## src/hw/rtl/banked_size_class_slot_allocator_unit_defines.svh

```systemverilog
// ----------------------------------------------------------------------------
// banked_size_class_slot_allocator_unit_defines.svh
// Assertion macros used by the slot allocator top-level RTL.
// ----------------------------------------------------------------------------
`ifndef BANKED_SIZE_CLASS_SLOT_ALLOCATOR_UNIT_DEFINES_SVH
`define BANKED_SIZE_CLASS_SLOT_ALLOCATOR_UNIT_DEFINES_SVH

// Same-cycle implication, sampled on i_clk, off while in reset
`define BSCSA_ASSERT_IMP(lbl, ante, cons, msg) \
    lbl: assert property (@(posedge i_clk) disable iff (!i_rst_n) (ante) |-> (cons)) \
        else $error(msg);

// Next-cycle implication, sampled on i_clk, off while in reset
`define BSCSA_ASSERT_NXT(lbl, ante, cons, msg) \
    lbl: assert property (@(posedge i_clk) disable iff (!i_rst_n) (ante) |=> (cons)) \
        else $error(msg);

`endif

```

## src/hw/rtl/bscsa_pkg.sv

```systemverilog
// ----------------------------------------------------------------------------
// bscsa_pkg
// Types, constants and helpers of the banked size-class slot allocator.
// ----------------------------------------------------------------------------
`default_nettype none

package bscsa_pkg;

    // Sizing
    localparam int MAX_BANKS   = 8;
    localparam int MAX_SLOTS   = 16;
    localparam int NUM_CLASSES = 3;
    localparam int NUM_LISTS   = MAX_BANKS * NUM_CLASSES;
    localparam int RAM_DEPTH   = NUM_LISTS * MAX_SLOTS;

    // Field widths
    localparam int ACTION_W     = 1;
    localparam int CLASS_W      = 2;
    localparam int BANK_W       = 3;
    localparam int SLOT_W       = 5;
    localparam int STATUS_W     = 2;
    localparam int BANKS_REG_W  = 4;
    localparam int CAP_W        = 5;

    // Derived widths
    localparam int NB_W   = $clog2(MAX_BANKS + 1);
    localparam int CNT_W  = $clog2(MAX_SLOTS + 1);
    localparam int SUM_W  = CNT_W + 1;
    localparam int POS_W  = $clog2(MAX_SLOTS);
    localparam int LIST_W = $clog2(NUM_LISTS);
    localparam int ADDR_W = $clog2(RAM_DEPTH);

    // Configuration port
    localparam int CFG_IDX_W  = 4;
    localparam int CFG_DATA_W = 5;
    localparam logic [CFG_IDX_W-1:0] CFG_BANKS  = CFG_IDX_W'(0);
    localparam logic [CFG_IDX_W-1:0] CFG_SMALL  = CFG_IDX_W'(1);
    localparam logic [CFG_IDX_W-1:0] CFG_MEDIUM = CFG_IDX_W'(2);
    localparam logic [CFG_IDX_W-1:0] CFG_LARGE  = CFG_IDX_W'(3);

    // Reset values of the registers
    localparam logic [BANKS_REG_W-1:0] RST_BANKS = BANKS_REG_W'(1);
    localparam logic [CAP_W-1:0]       RST_CAP   = CAP_W'(10);

    // Request codes
    localparam logic ACT_ALLOC   = 1'b0;
    localparam logic ACT_RELEASE = 1'b1;

    localparam logic [CLASS_W-1:0] CLS_SMALL  = CLASS_W'(0);
    localparam logic [CLASS_W-1:0] CLS_MEDIUM = CLASS_W'(1);
    localparam logic [CLASS_W-1:0] CLS_LARGE  = CLASS_W'(2);

    typedef enum logic [STATUS_W-1:0] {
        STAT_ALLOCATED = 2'd0,
        STAT_NO_SPACE  = 2'd1,
        STAT_RELEASED  = 2'd2,
        STAT_REJECTED  = 2'd3
    } t_status;

    typedef enum logic [1:0] {
        ST_IDLE,
        ST_EXEC,
        ST_RESP
    } t_state;

    // Request and result transactions
    typedef struct packed {
        logic [ACTION_W-1:0] action;
        logic [CLASS_W-1:0]  size_class;
        logic [BANK_W-1:0]   bank;
        logic [SLOT_W-1:0]   slot;
    } t_req;

    typedef struct packed {
        t_status             status;
        logic [BANK_W-1:0]   granted_bank;
        logic [SLOT_W-1:0]   granted_slot;
    } t_result;

    // Effective capacity per class
    typedef logic [NUM_CLASSES-1:0][CNT_W-1:0] t_caps;

    typedef struct packed {
        logic [NB_W-1:0] banks;
        t_caps           caps;
    } t_list_cfg;

    // Decision of the list controller for one request
    typedef struct packed {
        t_status             status;
        logic [BANK_W-1:0]   bank;
        logic                use_init;
        logic [SLOT_W-1:0]   init_slot;
        logic                ram_we;
        logic [ADDR_W-1:0]   ram_addr;
        logic [SLOT_W-1:0]   ram_wdata;
    } t_dec;

    // Bank count clipped to the number of banks built
    function automatic logic [NB_W-1:0] eff_banks(input logic [BANKS_REG_W-1:0] raw);
        logic [NB_W-1:0] res;
        if (int'(raw) > MAX_BANKS) begin
            res = NB_W'(MAX_BANKS);
        end else begin
            res = NB_W'(raw);
        end
        return res;
    endfunction

    // Capacity clipped to the slots per list
    function automatic logic [CNT_W-1:0] eff_cap(input logic [CAP_W-1:0] raw);
        logic [CNT_W-1:0] res;
        if (int'(raw) > MAX_SLOTS) begin
            res = CNT_W'(MAX_SLOTS);
        end else begin
            res = CNT_W'(raw);
        end
        return res;
    endfunction

endpackage

`default_nettype wire

```

## src/hw/rtl/bscsa_ram.sv

```systemverilog
// ----------------------------------------------------------------------------
// bscsa_ram
// Generic single-port RAM, one write or read per cycle, registered read.
// ----------------------------------------------------------------------------
`default_nettype none

module bscsa_ram #(
    parameter int WIDTH = 8,
    parameter int DEPTH = 16
) (
    input  logic                     i_clk,
    input  logic                     i_we,
    input  logic [$clog2(DEPTH)-1:0] i_addr,
    input  logic [WIDTH-1:0]         i_wdata,
    output logic [WIDTH-1:0]         o_rdata
);

    logic [WIDTH-1:0] r_mem [DEPTH];

    // Write port and registered read
    always_ff @(posedge i_clk) begin
        if (i_we) begin
            r_mem[i_addr] <= i_wdata;
        end
        o_rdata <= r_mem[i_addr];
    end

endmodule

`default_nettype wire

```

## src/hw/rtl/bscsa_lists.sv

```systemverilog
// ----------------------------------------------------------------------------
// bscsa_lists
// Head, count and write-fill registers of every free list; picks the bank
// for an allocate, checks a release and forms the slot store access.
// ----------------------------------------------------------------------------
`default_nettype none

module bscsa_lists (
    input  logic                  i_clk,
    input  logic                  i_rst_n,
    input  logic                  i_exec,
    input  bscsa_pkg::t_req       i_req,
    input  bscsa_pkg::t_list_cfg  i_cfg,
    input  logic                  i_init,
    input  bscsa_pkg::t_caps      i_init_caps,
    output bscsa_pkg::t_dec       o_dec
);
    import bscsa_pkg::*;

    // Per-list state; r_wcnt counts tail writes since the last reinit
    // (saturating), so a position not yet written still holds its initial slot
    logic [POS_W-1:0] r_head  [NUM_LISTS];
    logic [CNT_W-1:0] r_count [NUM_LISTS];
    logic [CNT_W-1:0] r_wcnt  [NUM_LISTS];

    logic [NUM_LISTS-1:0] nonempty;
    logic                 cls_ok;
    logic [CLASS_W-1:0]   cls_idx;
    logic                 found;
    logic [BANK_W-1:0]    pick_bank;
    logic [BANK_W-1:0]    sel_bank;
    logic [LIST_W-1:0]    li;
    logic [POS_W-1:0]     h;
    logic [CNT_W-1:0]     c;
    logic [CNT_W-1:0]     w;
    logic [CNT_W-1:0]     cap;
    logic [SUM_W-1:0]     tail_sum;
    logic [SUM_W-1:0]     off_sum;
    logic [POS_W-1:0]     pos;
    logic                 written;
    logic                 rel_ok;
    logic                 do_pop;
    logic                 do_push;

    // Non-empty flag of every list
    always_comb begin
        for (int l = 0; l < NUM_LISTS; l++) begin
            nonempty[l] = (r_count[l] != '0);
        end
    end

    // Bank pick, release check and store access
    always_comb begin
        cls_ok  = (int'(i_req.size_class) < NUM_CLASSES);
        cls_idx = cls_ok ? i_req.size_class : CLS_SMALL;
        cap     = i_cfg.caps[cls_idx];

        // lowest bank in use whose list is not empty
        found     = 1'b0;
        pick_bank = '0;
        for (int b = MAX_BANKS - 1; b >= 0; b--) begin
            if (cls_ok && (b < int'(i_cfg.banks))
                    && nonempty[b * NUM_CLASSES + int'(cls_idx)]) begin
                found     = 1'b1;
                pick_bank = BANK_W'(b);
            end
        end

        sel_bank = (i_req.action == ACT_RELEASE) ? i_req.bank : pick_bank;
        li       = LIST_W'(int'(sel_bank) * NUM_CLASSES + int'(cls_idx));
        h        = r_head[li];
        c        = r_count[li];
        w        = r_wcnt[li];

        // tail = (head + count) mod slots
        tail_sum = SUM_W'(h) + SUM_W'(c);
        if (tail_sum >= SUM_W'(MAX_SLOTS)) begin
            tail_sum = tail_sum - SUM_W'(MAX_SLOTS);
        end

        // head distance from the first tail write position
        off_sum = SUM_W'(h) + SUM_W'(MAX_SLOTS) - SUM_W'(cap);
        if (off_sum >= SUM_W'(MAX_SLOTS)) begin
            off_sum = off_sum - SUM_W'(MAX_SLOTS);
        end
        written = (SUM_W'(w) > off_sum);

        rel_ok = cls_ok && (int'(i_req.bank) < int'(i_cfg.banks))
                 && (i_req.slot != '0) && (int'(i_req.slot) <= int'(cap))
                 && (c < cap);

        pos = (i_req.action == ACT_RELEASE) ? tail_sum[POS_W-1:0] : h;

        o_dec.status    = STAT_NO_SPACE;
        o_dec.bank      = '0;
        o_dec.use_init  = 1'b1;
        o_dec.init_slot = '0;
        o_dec.ram_we    = 1'b0;
        o_dec.ram_addr  = ADDR_W'(int'(li) * MAX_SLOTS + int'(pos));
        o_dec.ram_wdata = i_req.slot;

        if (i_req.action == ACT_ALLOC) begin
            if (found) begin
                o_dec.status    = STAT_ALLOCATED;
                o_dec.bank      = pick_bank;
                o_dec.use_init  = !written;
                o_dec.init_slot = SLOT_W'(h) + SLOT_W'(1);
            end
        end else begin
            o_dec.status = STAT_REJECTED;
            if (rel_ok) begin
                o_dec.status = STAT_RELEASED;
                o_dec.ram_we = 1'b1;
            end
        end
    end

    assign do_pop  = i_exec && (i_req.action == ACT_ALLOC) && found;
    assign do_push = i_exec && (i_req.action == ACT_RELEASE) && rel_ok;

    // List registers: reset and reinit refill every list
    always_ff @(posedge i_clk) begin
        if (!i_rst_n) begin
            for (int l = 0; l < NUM_LISTS; l++) begin
                r_head[l]  <= '0;
                r_count[l] <= eff_cap(RST_CAP);
                r_wcnt[l]  <= '0;
            end
        end else if (i_init) begin
            for (int b = 0; b < MAX_BANKS; b++) begin
                for (int k = 0; k < NUM_CLASSES; k++) begin
                    r_head[b * NUM_CLASSES + k]  <= '0;
                    r_count[b * NUM_CLASSES + k] <= i_init_caps[k];
                    r_wcnt[b * NUM_CLASSES + k]  <= '0;
                end
            end
        end else begin
            if (do_pop) begin
                r_head[li]  <= (h == POS_W'(MAX_SLOTS - 1)) ? '0 : h + POS_W'(1);
                r_count[li] <= c - CNT_W'(1);
            end
            if (do_push) begin
                r_count[li] <= c + CNT_W'(1);
                if (w != CNT_W'(MAX_SLOTS)) begin
                    r_wcnt[li] <= w + CNT_W'(1);
                end
            end
        end
    end

endmodule

`default_nettype wire

```

## src/hw/rtl/banked_size_class_slot_allocator_unit.sv

```systemverilog
// ----------------------------------------------------------------------------
// banked_size_class_slot_allocator_unit
// Slot allocator with up to eight banks and three size classes, each bank
// keeping one FIFO free list per class in a shared slot store RAM.
//
//   channel   direction  handshake                 payload
//   request   in         start, busy               i_req (t_req)
//   result    out        o_done (one-cycle strobe) o_result (t_result)
//   config    in         i_cfg_valid, o_cfg_ready  i_cfg_index, i_cfg_data
//
// A request first picks the bank from the list counters and accesses the
// slot store RAM (EXEC), then the registered RAM read returns (RESP).
// Result strobes in the cycle after busy; the next request is taken in that
// same cycle. The receiver cannot stall; o_done lasts exactly one cycle.
// Synchronous reset and config writes to index 0-3 refill all lists at once.
// ----------------------------------------------------------------------------
`default_nettype none

`include "banked_size_class_slot_allocator_unit_defines.svh"

module banked_size_class_slot_allocator_unit (
    input  logic                                 i_clk,
    input  logic                                 i_rst_n,
    input  logic                                 start,
    output logic                                 busy,
    input  bscsa_pkg::t_req                      i_req,
    output logic                                 o_done,
    output bscsa_pkg::t_result                   o_result,
    input  logic                                 i_cfg_valid,
    output logic                                 o_cfg_ready,
    input  logic [bscsa_pkg::CFG_IDX_W-1:0]      i_cfg_index,
    input  logic [bscsa_pkg::CFG_DATA_W-1:0]     i_cfg_data
);
    import bscsa_pkg::*;

    t_state                 r_state, n_state;
    t_req                   r_req;
    logic [BANKS_REG_W-1:0] r_banks, n_banks;
    logic [CAP_W-1:0]       r_caps [NUM_CLASSES];
    logic [CAP_W-1:0]       n_caps [NUM_CLASSES];
    logic                   cfg_wr;
    logic                   cfg_init;
    t_list_cfg              list_cfg;
    t_caps                  init_caps;
    logic                   accept;
    logic                   exec;
    t_dec                   dec;
    logic [SLOT_W-1:0]      ram_rdata;
    t_status                r_status;
    logic [BANK_W-1:0]      r_bank;
    logic                   r_use_init;
    logic [SLOT_W-1:0]      r_init_slot;

    // Configuration registers
    assign o_cfg_ready = 1'b1;
    assign cfg_wr      = i_cfg_valid && o_cfg_ready;

    always_comb begin
        n_banks  = r_banks;
        n_caps   = r_caps;
        cfg_init = 1'b0;
        if (cfg_wr) begin
            case (i_cfg_index)
                CFG_BANKS: begin
                    n_banks  = i_cfg_data[BANKS_REG_W-1:0];
                    cfg_init = 1'b1;
                end
                CFG_SMALL: begin
                    n_caps[CLS_SMALL] = i_cfg_data;
                    cfg_init = 1'b1;
                end
                CFG_MEDIUM: begin
                    n_caps[CLS_MEDIUM] = i_cfg_data;
                    cfg_init = 1'b1;
                end
                CFG_LARGE: begin
                    n_caps[CLS_LARGE] = i_cfg_data;
                    cfg_init = 1'b1;
                end
                default: begin
                end
            endcase
        end
    end

    always_ff @(posedge i_clk) begin
        if (!i_rst_n) begin
            r_banks <= RST_BANKS;
            for (int k = 0; k < NUM_CLASSES; k++) begin
                r_caps[k] <= RST_CAP;
            end
        end else begin
            r_banks <= n_banks;
            r_caps  <= n_caps;
        end
    end

    // Effective settings, current and for a refill
    always_comb begin
        list_cfg.banks = eff_banks(r_banks);
        for (int k = 0; k < NUM_CLASSES; k++) begin
            list_cfg.caps[k] = eff_cap(r_caps[k]);
            init_caps[k]     = eff_cap(n_caps[k]);
        end
    end

    // Sequencer
    assign busy   = (r_state == ST_EXEC);
    assign accept = start && !busy;
    assign exec   = (r_state == ST_EXEC);

    always_ff @(posedge i_clk) begin
        if (!i_rst_n) begin
            r_state <= ST_IDLE;
        end else begin
            r_state <= n_state;
        end
    end

    always_comb begin
        n_state = r_state;
        case (r_state)
            ST_IDLE: begin
                if (accept) begin
                    n_state = ST_EXEC;
                end
            end
            ST_EXEC: begin
                n_state = ST_RESP;
            end
            ST_RESP: begin
                n_state = accept ? ST_EXEC : ST_IDLE;
            end
            default: begin
                n_state = ST_IDLE;
            end
        endcase
    end

    // Request capture
    always_ff @(posedge i_clk) begin
        if (accept) begin
            r_req <= i_req;
        end
    end

    // List controller
    bscsa_lists u_lists (
        .i_clk       (i_clk),
        .i_rst_n     (i_rst_n),
        .i_exec      (exec),
        .i_req       (r_req),
        .i_cfg       (list_cfg),
        .i_init      (cfg_init),
        .i_init_caps (init_caps),
        .o_dec       (dec)
    );

    // Slot store
    bscsa_ram #(
        .WIDTH (SLOT_W),
        .DEPTH (RAM_DEPTH)
    ) u_store (
        .i_clk   (i_clk),
        .i_we    (exec && dec.ram_we),
        .i_addr  (dec.ram_addr),
        .i_wdata (dec.ram_wdata),
        .o_rdata (ram_rdata)
    );

    // Result held while the RAM read returns
    always_ff @(posedge i_clk) begin
        if (exec) begin
            r_status    <= dec.status;
            r_bank      <= dec.bank;
            r_use_init  <= dec.use_init;
            r_init_slot <= dec.init_slot;
        end
    end

    assign o_done                = (r_state == ST_RESP);
    assign o_result.status       = r_status;
    assign o_result.granted_bank = r_bank;
    assign o_result.granted_slot = r_use_init ? r_init_slot : ram_rdata;

    // Checks
    `BSCSA_ASSERT_NXT(a_exec_then_done, busy, o_done, "request in work gave no result")
    `BSCSA_ASSERT_IMP(a_done_after_exec, o_done, $past(r_state == ST_EXEC), "stray result strobe")
    `BSCSA_ASSERT_IMP(a_grant_nonzero, o_done && (o_result.status == STAT_ALLOCATED), o_result.granted_slot != '0, "allocated slot zero")
    `BSCSA_ASSERT_IMP(a_nogrant_zero, o_done && (o_result.status != STAT_ALLOCATED), (o_result.granted_slot == '0) && (o_result.granted_bank == '0), "grant fields set without allocation")

endmodule

`default_nettype wire
```

## config.mk

```make
export PLATFORM = sky130hd
export DESIGN_NAME = banked_size_class_slot_allocator_unit
export DESIGN_NICKNAME = d
export VERILOG_FILES = /design/src/hw/rtl/bscsa_pkg.sv /design/src/hw/rtl/bscsa_ram.sv /design/src/hw/rtl/bscsa_lists.sv /design/src/hw/rtl/banked_size_class_slot_allocator_unit.sv
export VERILOG_INCLUDE_DIRS = /design/src /design/src/hw/rtl
export SDC_FILE = /design/constraint.sdc
export NUM_CORES = 2
export LEC_CHECK = 0
export BUFFER_PORTS_ARGS = -buffer_cell sky130_fd_sc_hd__buf_2
export CAP_MARGIN = 10
export CORE_AREA = 2 2 583 353
export DETAILED_ROUTE_END_ITERATION = 16
export DIE_AREA = 0 0 585 355
export PLACE_DENSITY = 0.67
export SLEW_MARGIN = 20
export SYNTH_ARGS = -nofsm -noshare
export SYNTH_HDL_FRONTEND = slang
export SYNTH_SLANG_ARGS = --single-unit
```

## constraint.sdc

```tcl
create_clock -name i_clk -period 13.1 [get_ports i_clk]
set_input_delay 0.655 -clock i_clk [delete_from_list [all_inputs] [get_ports i_clk]]
set_output_delay 0.655 -clock i_clk [all_outputs]
set_load 0.1 [all_outputs]
```

* Word level (Yosys, flattened, before mapping)
Memories as Yosys holds them, arrays and structs flattened. A register that Yosys moved wholly into a read port is not among the register bits.
Index checks and enable logic that the tools add are counted.
** Storage, ports and cells
- Register bits after elaboration :: 43
- Memory bits (writable) :: 2256
- Output and inout port bits :: 13
- Logic and storage cells :: 382
- Memories :: 4
** Operators by class
- Add/sub/neg operators :: 19
- Multipliers :: 1
- Magnitude comparators :: 31
- Eq/ne operators :: 8
- Mux-type cells :: 170
- Bitwise logic cells :: 75
- Reductions and logical operators :: 61
** Memory list
- u_store.r_mem :: depth 384, bits a word 5, rd ports 1, clocked after Yosys merged registers in 1, wr ports 1, line bscsa_ram.sv:18 : logic [WIDTH-1:0] r_mem [DEPTH];
- u_lists.r_count :: depth 24, bits a word 5, rd ports 25, clocked after Yosys merged registers in 0, wr ports 24, line bscsa_lists.sv:23 : logic [CNT_W-1:0] r_count [NUM_LISTS];
- u_lists.r_wcnt :: depth 24, bits a word 5, rd ports 1, clocked after Yosys merged registers in 0, wr ports 24, line bscsa_lists.sv:24 : logic [CNT_W-1:0] r_wcnt [NUM_LISTS];
- u_lists.r_head :: depth 24, bits a word 4, rd ports 1, clocked after Yosys merged registers in 0, wr ports 24, line bscsa_lists.sv:22 : logic [POS_W-1:0] r_head [NUM_LISTS];
** Operator list (number)
- $mux W5 :: 65
- $lt A32 B7 Y1 const B :: 7
- $reduce_bool A5 Y1 :: 25
- $mux W4 :: 29
- $or A1 B1 Y1 :: 73
- $mux W1 :: 51
- $bmux W1 S5 :: 7
- $gt A5 B5 Y1 const B :: 6
- $mux W3 :: 9
- $logic_and A1 B1 Y1 :: 26
- $lt A3 B4 Y1 const A :: 4
- $add A4 B2 Y5 const A :: 3
- $mux W15 :: 1
- $add A5 B2 Y6 const A :: 2
- $ge A6 B5 Y1 const B :: 2
- $add A5 B1 Y5 const B :: 2
- $bmux W5 S2 :: 1
- $mux W10 :: 1
- $reduce_or A5 Y1 :: 2
- $add A9 B4 Y9 :: 1
- $eq A4 B2 Y1 const B :: 2
- $lt A1 B4 Y1 const A :: 2
- $lt A2 B4 Y1 const A :: 2
- $reduce_or A4 Y1 :: 2
- 36 further kinds :: 40

* Depth between registers and ports, before layout
An unclocked memory read counts as a cell.
- Depth after elaboration :: 29
- Gate-level depth with buffers :: 48
- Mapped depth without buffers :: 39

* Hierarchy
From an unflattened synthesis, not the netlist that was laid out.
** Second synthesis, totals
- Cells, all modules :: 5395
- Area total of the unflattened synthesis :: 99721.9 um2
** By module, submodules not included
- bscsa_ram :: times used 1, cells an instance 3533, area each 75193.4 um2, seq. area each 57755.4 um2
- bscsa_lists :: times used 1, cells an instance 1696, area each 22564.1 um2, seq. area each 13452.9 um2
- banked_size_class_slot_allocator_unit :: times used 1, cells an instance 166, area each 1964.4 um2, seq. area each 1081.0 um2

* Least setup slack after synthesis
No wires, ideal clock.
- Path kind :: register to register
- Start point :: register r_req[9] in the netlist's numbering
- End point :: memory u_lists.r_count[10][4] in the netlist's numbering (data pin)
- Library setup time :: 0.264 ns
- Data arrival time :: 9.512 ns
- Required time :: 12.836 ns
- Slack :: 3.324 ns
- Cell stages (with the launch flop) :: 46
- Path buffers :: 13
- Clock period less this slack :: 9.776 ns
- Cell sequence :: edfxtp_1 -> ha_1 -> inv_1 -> mux4_2 -> a21oi_1 -> nor2b_1 -> o21ai_0 -> nor2b_1 -> nor3_1 -> nor3b_1 -> a21oi_1 -> inv_1 -> fa_1 -> ha_1 -> buf_6 -> buf_6 -> buf_4 -> buf_4 -> [10 not listed] -> ha_1 -> a21oi_1 -> nor2b_1 -> o21ai_0 -> o2111ai_1 -> nor4_1 -> and3_1 -> buf_2 -> inv_1 -> ha_1 -> a21o_1 -> a21oi_1 -> xnor2_1 -> xor2_1 -> inv_1 -> nand2_1 -> clkbuf_1 -> o21ai_0
** RTL lines
- start: declaration :: line banked_size_class_slot_allocator_unit.sv:37 : t_req r_req;
- start signal: assignment :: line banked_size_class_slot_allocator_unit.sv:143 : r_req <= i_req;
- end: declaration :: line bscsa_lists.sv:23

* Worst setup path after layout
- Start point :: register r_req[8] in the netlist's numbering
- End point :: register u_store.o_rdata[0], read port of u_store.r_mem
** On the way
- Longest elaborated chain between the ends :: 24
- Elaborated cells between the ends (all ways) :: 67
- Those cells by class :: add/sub: 11; mul: 1; order compare: 2; mux: 35; reduce/logical: 16; memory: 2
** RTL lines
- $lt A2 B2 Y1 :: line bscsa_lists.sv:54 : cls_ok = (int'(i_req.size_class) < NUM_CLASSES);
- $mux W2 :: line bscsa_lists.sv:55 : cls_idx = cls_ok ? i_req.size_class : CLS_SMALL;
- $add A5 B2 Y6 :: line bscsa_lists.sv:63 : && nonempty[b * NUM_CLASSES + int'(cls_idx)]) begin
- $bmux W1 S5 :: line bscsa_lists.sv:63
- $mux W1 (not written as such) (2 in series) :: line bscsa_lists.sv:63
- $logic_and A1 B1 Y1 :: line bscsa_lists.sv:63
- $mux W3 (8 in series) :: line bscsa_lists.sv:62 : if (cls_ok && (b < int'(i_cfg.banks))
- $mux W3 :: line bscsa_lists.sv:69 : sel_bank = (i_req.action == ACT_RELEASE) ? i_req.bank : pick_bank;
- $mul A3 B2 Y5 :: line bscsa_lists.sv:70 : li = LIST_W'(int'(sel_bank) * NUM_CLASSES + int'(cls_idx));
- $add A5 B3 Y5 * :: line bscsa_lists.sv:70
- $mem_v2 Z24 W4 / $mem_v2 Z24 W5 (equally long branches)
- $add A4 B5 Y6 :: line bscsa_lists.sv:76 : tail_sum = SUM_W'(h) + SUM_W'(c);
- $ge A6 B5 Y1 / $sub A4 B1 Y4 (equally long branches) :: line bscsa_lists.sv:77, bscsa_lists.sv:78
- $mux W4 :: line bscsa_lists.sv:77 : if (tail_sum >= SUM_W'(MAX_SLOTS)) begin
- $mux W4 :: line bscsa_lists.sv:92 : pos = (i_req.action == ACT_RELEASE) ? tail_sum[POS_W-1:0] : h;
- $add A9 B4 Y9 * :: line bscsa_lists.sv:99 : o_dec.ram_addr = ADDR_W'(int'(li) * MAX_SLOTS + int'(pos));
- end: declaration :: line bscsa_ram.sv:15 : output logic [WIDTH-1:0] o_rdata
Every way passes the cells marked *; elsewhere a longest branch is shown, timed or not. The select of a mux whose other input is x is not followed.
A chain may end at the register's enable or synchronous reset.

==> impl_metrics.env <==
export IMPL_outcome="complete, no violations"
export IMPL_grt_busiest_layer="met1"
export IMPL_grt_overflow=0
export IMPL_ys_flop_type="edfxtp_1"
export IMPL_worst_slew_pin_slew_ns=1.27
export IMPL_final_max_slew_violation_count=0
export IMPL_coreArea_sq_um=202000
export IMPL_cts_tree="built"
export IMPL_setup_violations=0
export IMPL_area_growth_pct=9.39
export IMPL_start_kind="flop"
export IMPL_place_area_sq_um=104000
export IMPL_nNetsFinal=7221
export IMPL_clk_latency_ns=0.89
export IMPL_use_met2_pct=38.8
export IMPL_drt_total_wl_microns=322000
export IMPL_period_minus_slack_ns=11.52
export IMPL_grt_pass1_wl_microns=454000
export IMPL_max_slew_margin_pct=15.0
export IMPL_viasPerCell=6.64
export IMPL_crit_fanout=60
export IMPL_use_met3_pct=13.8
export IMPL_use_met1_pct=47.1
export IMPL_cp_end_kind="flop"
export IMPL_yosysWarnings=0
export IMPL_clkSlewWorstSetupHoldPaths_ns=0.07
export IMPL_synth_top_area_share_pct=71.1
export IMPL_num_vias=66700
export IMPL_path_class="reg -> reg"
export IMPL_post_route_drc_count=0
export IMPL_yosysMostFrequentCell="edfxtp_1"
export IMPL_ir_worst_vdd_mv=0.210
export IMPL_grt_util_all_layers_pct=30.5
export IMPL_syn_cell_area_sq_um=101000
export IMPL_syn_nets=7290
export IMPL_grt_antenna_before_repair=22
export IMPL_die_y_microns=355
export IMPL_wl_per_cell_microns=32.0
export IMPL_startpoint="r_req[8]"
export IMPL_syn_avg_cell_area_sq_um=14.0
export IMPL_critPathSlowestCell="o21a_4"
export IMPL_synthTopCellsByCount="edfxtp_1, nand2_1, nor2_1, nand3_1, mux2i_1"
export IMPL_drt_initial_drc_count=12500
export IMPL_finalInstanceArea_sq_um=110000
export IMPL_multi_input_area_sq_um=26100
export IMPL_min_path_type="in -> reg"
export IMPL_cts_buffers=210
export IMPL_cts_root_buf="clkbuf_16"
export IMPL_hold_viol_final=0
export IMPL_reg2reg_from="r_req[8]"
export IMPL_final_antenna_net_count=0
export IMPL_io_pins=37
export IMPL_pwr_density_cell_nw_per_um2=197
export IMPL_routabilityCongestion=0.999
export IMPL_synth_seq_cells=2416
export IMPL_register_area_sq_um=72300
export IMPL_max_freq_ghz=0.0868
export IMPL_n_fill_cell=16200
export IMPL_cp_required_ns=13.92
export IMPL_fin_util_pct=54.6
export IMPL_portBuffers=35
export IMPL_row_count=128
export IMPL_synthDistinctLibCells=97
export IMPL_synth_async_sr_flop_share_pct=0
export IMPL_synth_edf_count=2390
export IMPL_first_pass_iters=8
export IMPL_syn_inst=7225
export IMPL_seq_area_frac_synth_pct=71.6
export IMPL_tns_ns=0
export IMPL_grt_max_degree=194
export IMPL_cts_sinks=2416
export IMPL_min_delay_start="start"
export IMPL_clockBufferDepth=4
export IMPL_cap_violations=0
export IMPL_dieWidth_microns=585
export IMPL_die_area_sq_um=208000
export IMPL_drive_gt1_share_pct=11.0
export IMPL_start_util_pct=49.9
export IMPL_cts_setup_buffers=0
export IMPL_leakagePower_nw=36.1
export IMPL_rsz0062_at_grt="no"
export IMPL_clock_skew_ns=0.0467
export IMPL_period_share_pct=87.9
export IMPL_critPathArrivalTime_ns=12.34
export IMPL_synth_area_leaders="edfxtp_1, nand2_1, mux4_2"
export IMPL_first_global_vias=60900
export IMPL_critPathMaxStageDelay_ns=0.86
export IMPL_htreeDepth=4
export IMPL_yosysTopAreaCell="edfxtp_1"
export IMPL_hpwl_microns=206000
export IMPL_postCtsResizedCells=0
export IMPL_hold_slack_ns=0.0422
[sequential cells by signal, indices dropped and copies added (netlist names)]
signal,cells
r_state,2
u_lists.r_head,128
u_store.r_mem,1920
r_init_slot,5
r_banks,4
u_lists.r_wcnt,160
r_bank,3
r_use_init,1
r_caps,15
u_lists.r_count,160
r_req,11
r_status,2
u_store.o_rdata,5
[layout by cell type (no fill, tap or decap), types with 70 or more instances in the layout]
cell	count
a21oi_1	161
mux4_2	190
mux2i_1	262
clkbuf_16	212
edfxtp_1	2390
nor2_1	685
o21ai_0	179
nand2_1	1343
nand3_1	538
a31oi_1	95
buf_4	150
and3_1	70
[through the flow]
| step | cells | power (mW) | setup WS, ns |
|---|---|---|---|
| detailed placement | 9662 | 15.6 | 1.69 |
| CTS | 10000 | 21.5 | 1.70 |
| finish | 10000 | 21.8 | 1.58 |
| floorplan | 7225 | 12.8 | 3.32 |
| global route | 10000 | 22.2 | 1.18 |
| global placement | 9661 | 15.5 | 1.63 |
[metal layers]
layer | vias to the layer above | part of all wire [%]
li1 | 27000 | -
met3 | 599 | 19
met5 | - | 0.12
met1 | 33400 | 40
met2 | 5680 | 39
met4 | 24 | 2.5
[final cells by class]
class | count | share of cell area (%)
flip-flops and latches | 2416 | 65.5
diodes | 10 | 0.0227
clock inverters | 109 | 0.801
well taps | 2730 | 3.09
clock buffers | 256 | 4.97
inverters | 46 | 0.156
multi-input cells | 4259 | 23.7
repair buffers | 223 | 1.78
[repair_timing]
item | 4_1_cts | 5_1_grt
hold buffers | 11 | 0
endpoints found under the hold margin | 11 | 0
endpoints found under the setup margin | 0 | 0
[where the power goes]
group	internal (mW)	total (mW)	switching, mW
Clock	3.22	6.08	2.85
Sequential	8.61	8.65	0.0388
Combinational	1.88	7.06	5.18
Total	13.7	21.8	8.07
[kinds of logic (layout without fill, tap and decap cells)]
logic type	Yosys count	after routing	synth area share, %
multiplexers	481	481	7.18
buffers and inverters	550	634	2.76
AND/OR/NAND/NOR	2890	2890	12.1
adder cells (fa/ha/maj)	41	41	0.546
XOR/XNOR	14	14	0.148
flip-flops	2416	2416	71.6
other	1	11	0.00372
AO/OA/AOI/OAI	832	832	5.60
[worst max-delay path: cells and delay by family (launching register included)]
family | cells | cell delay, ns
compound gates | 12 | 3.96
fa+ha+maj | 5 | 2.73
buf+inv | 6 | 2.02
simple gates | 8 | 1.59
mux | 2 | 0.71
flops | 1 | 0.42
[final timing paths]
path                         to  slack (ns)  cells past startpoint
max          u_store.o_rdata[0]        1.58                     33
max reg2reg  u_store.o_rdata[0]        1.58                     33
min reg2reg          r_state[0]        0.43                      1
min                  r_state[0]        0.04                      3
(Power assumes the default switching activity.)
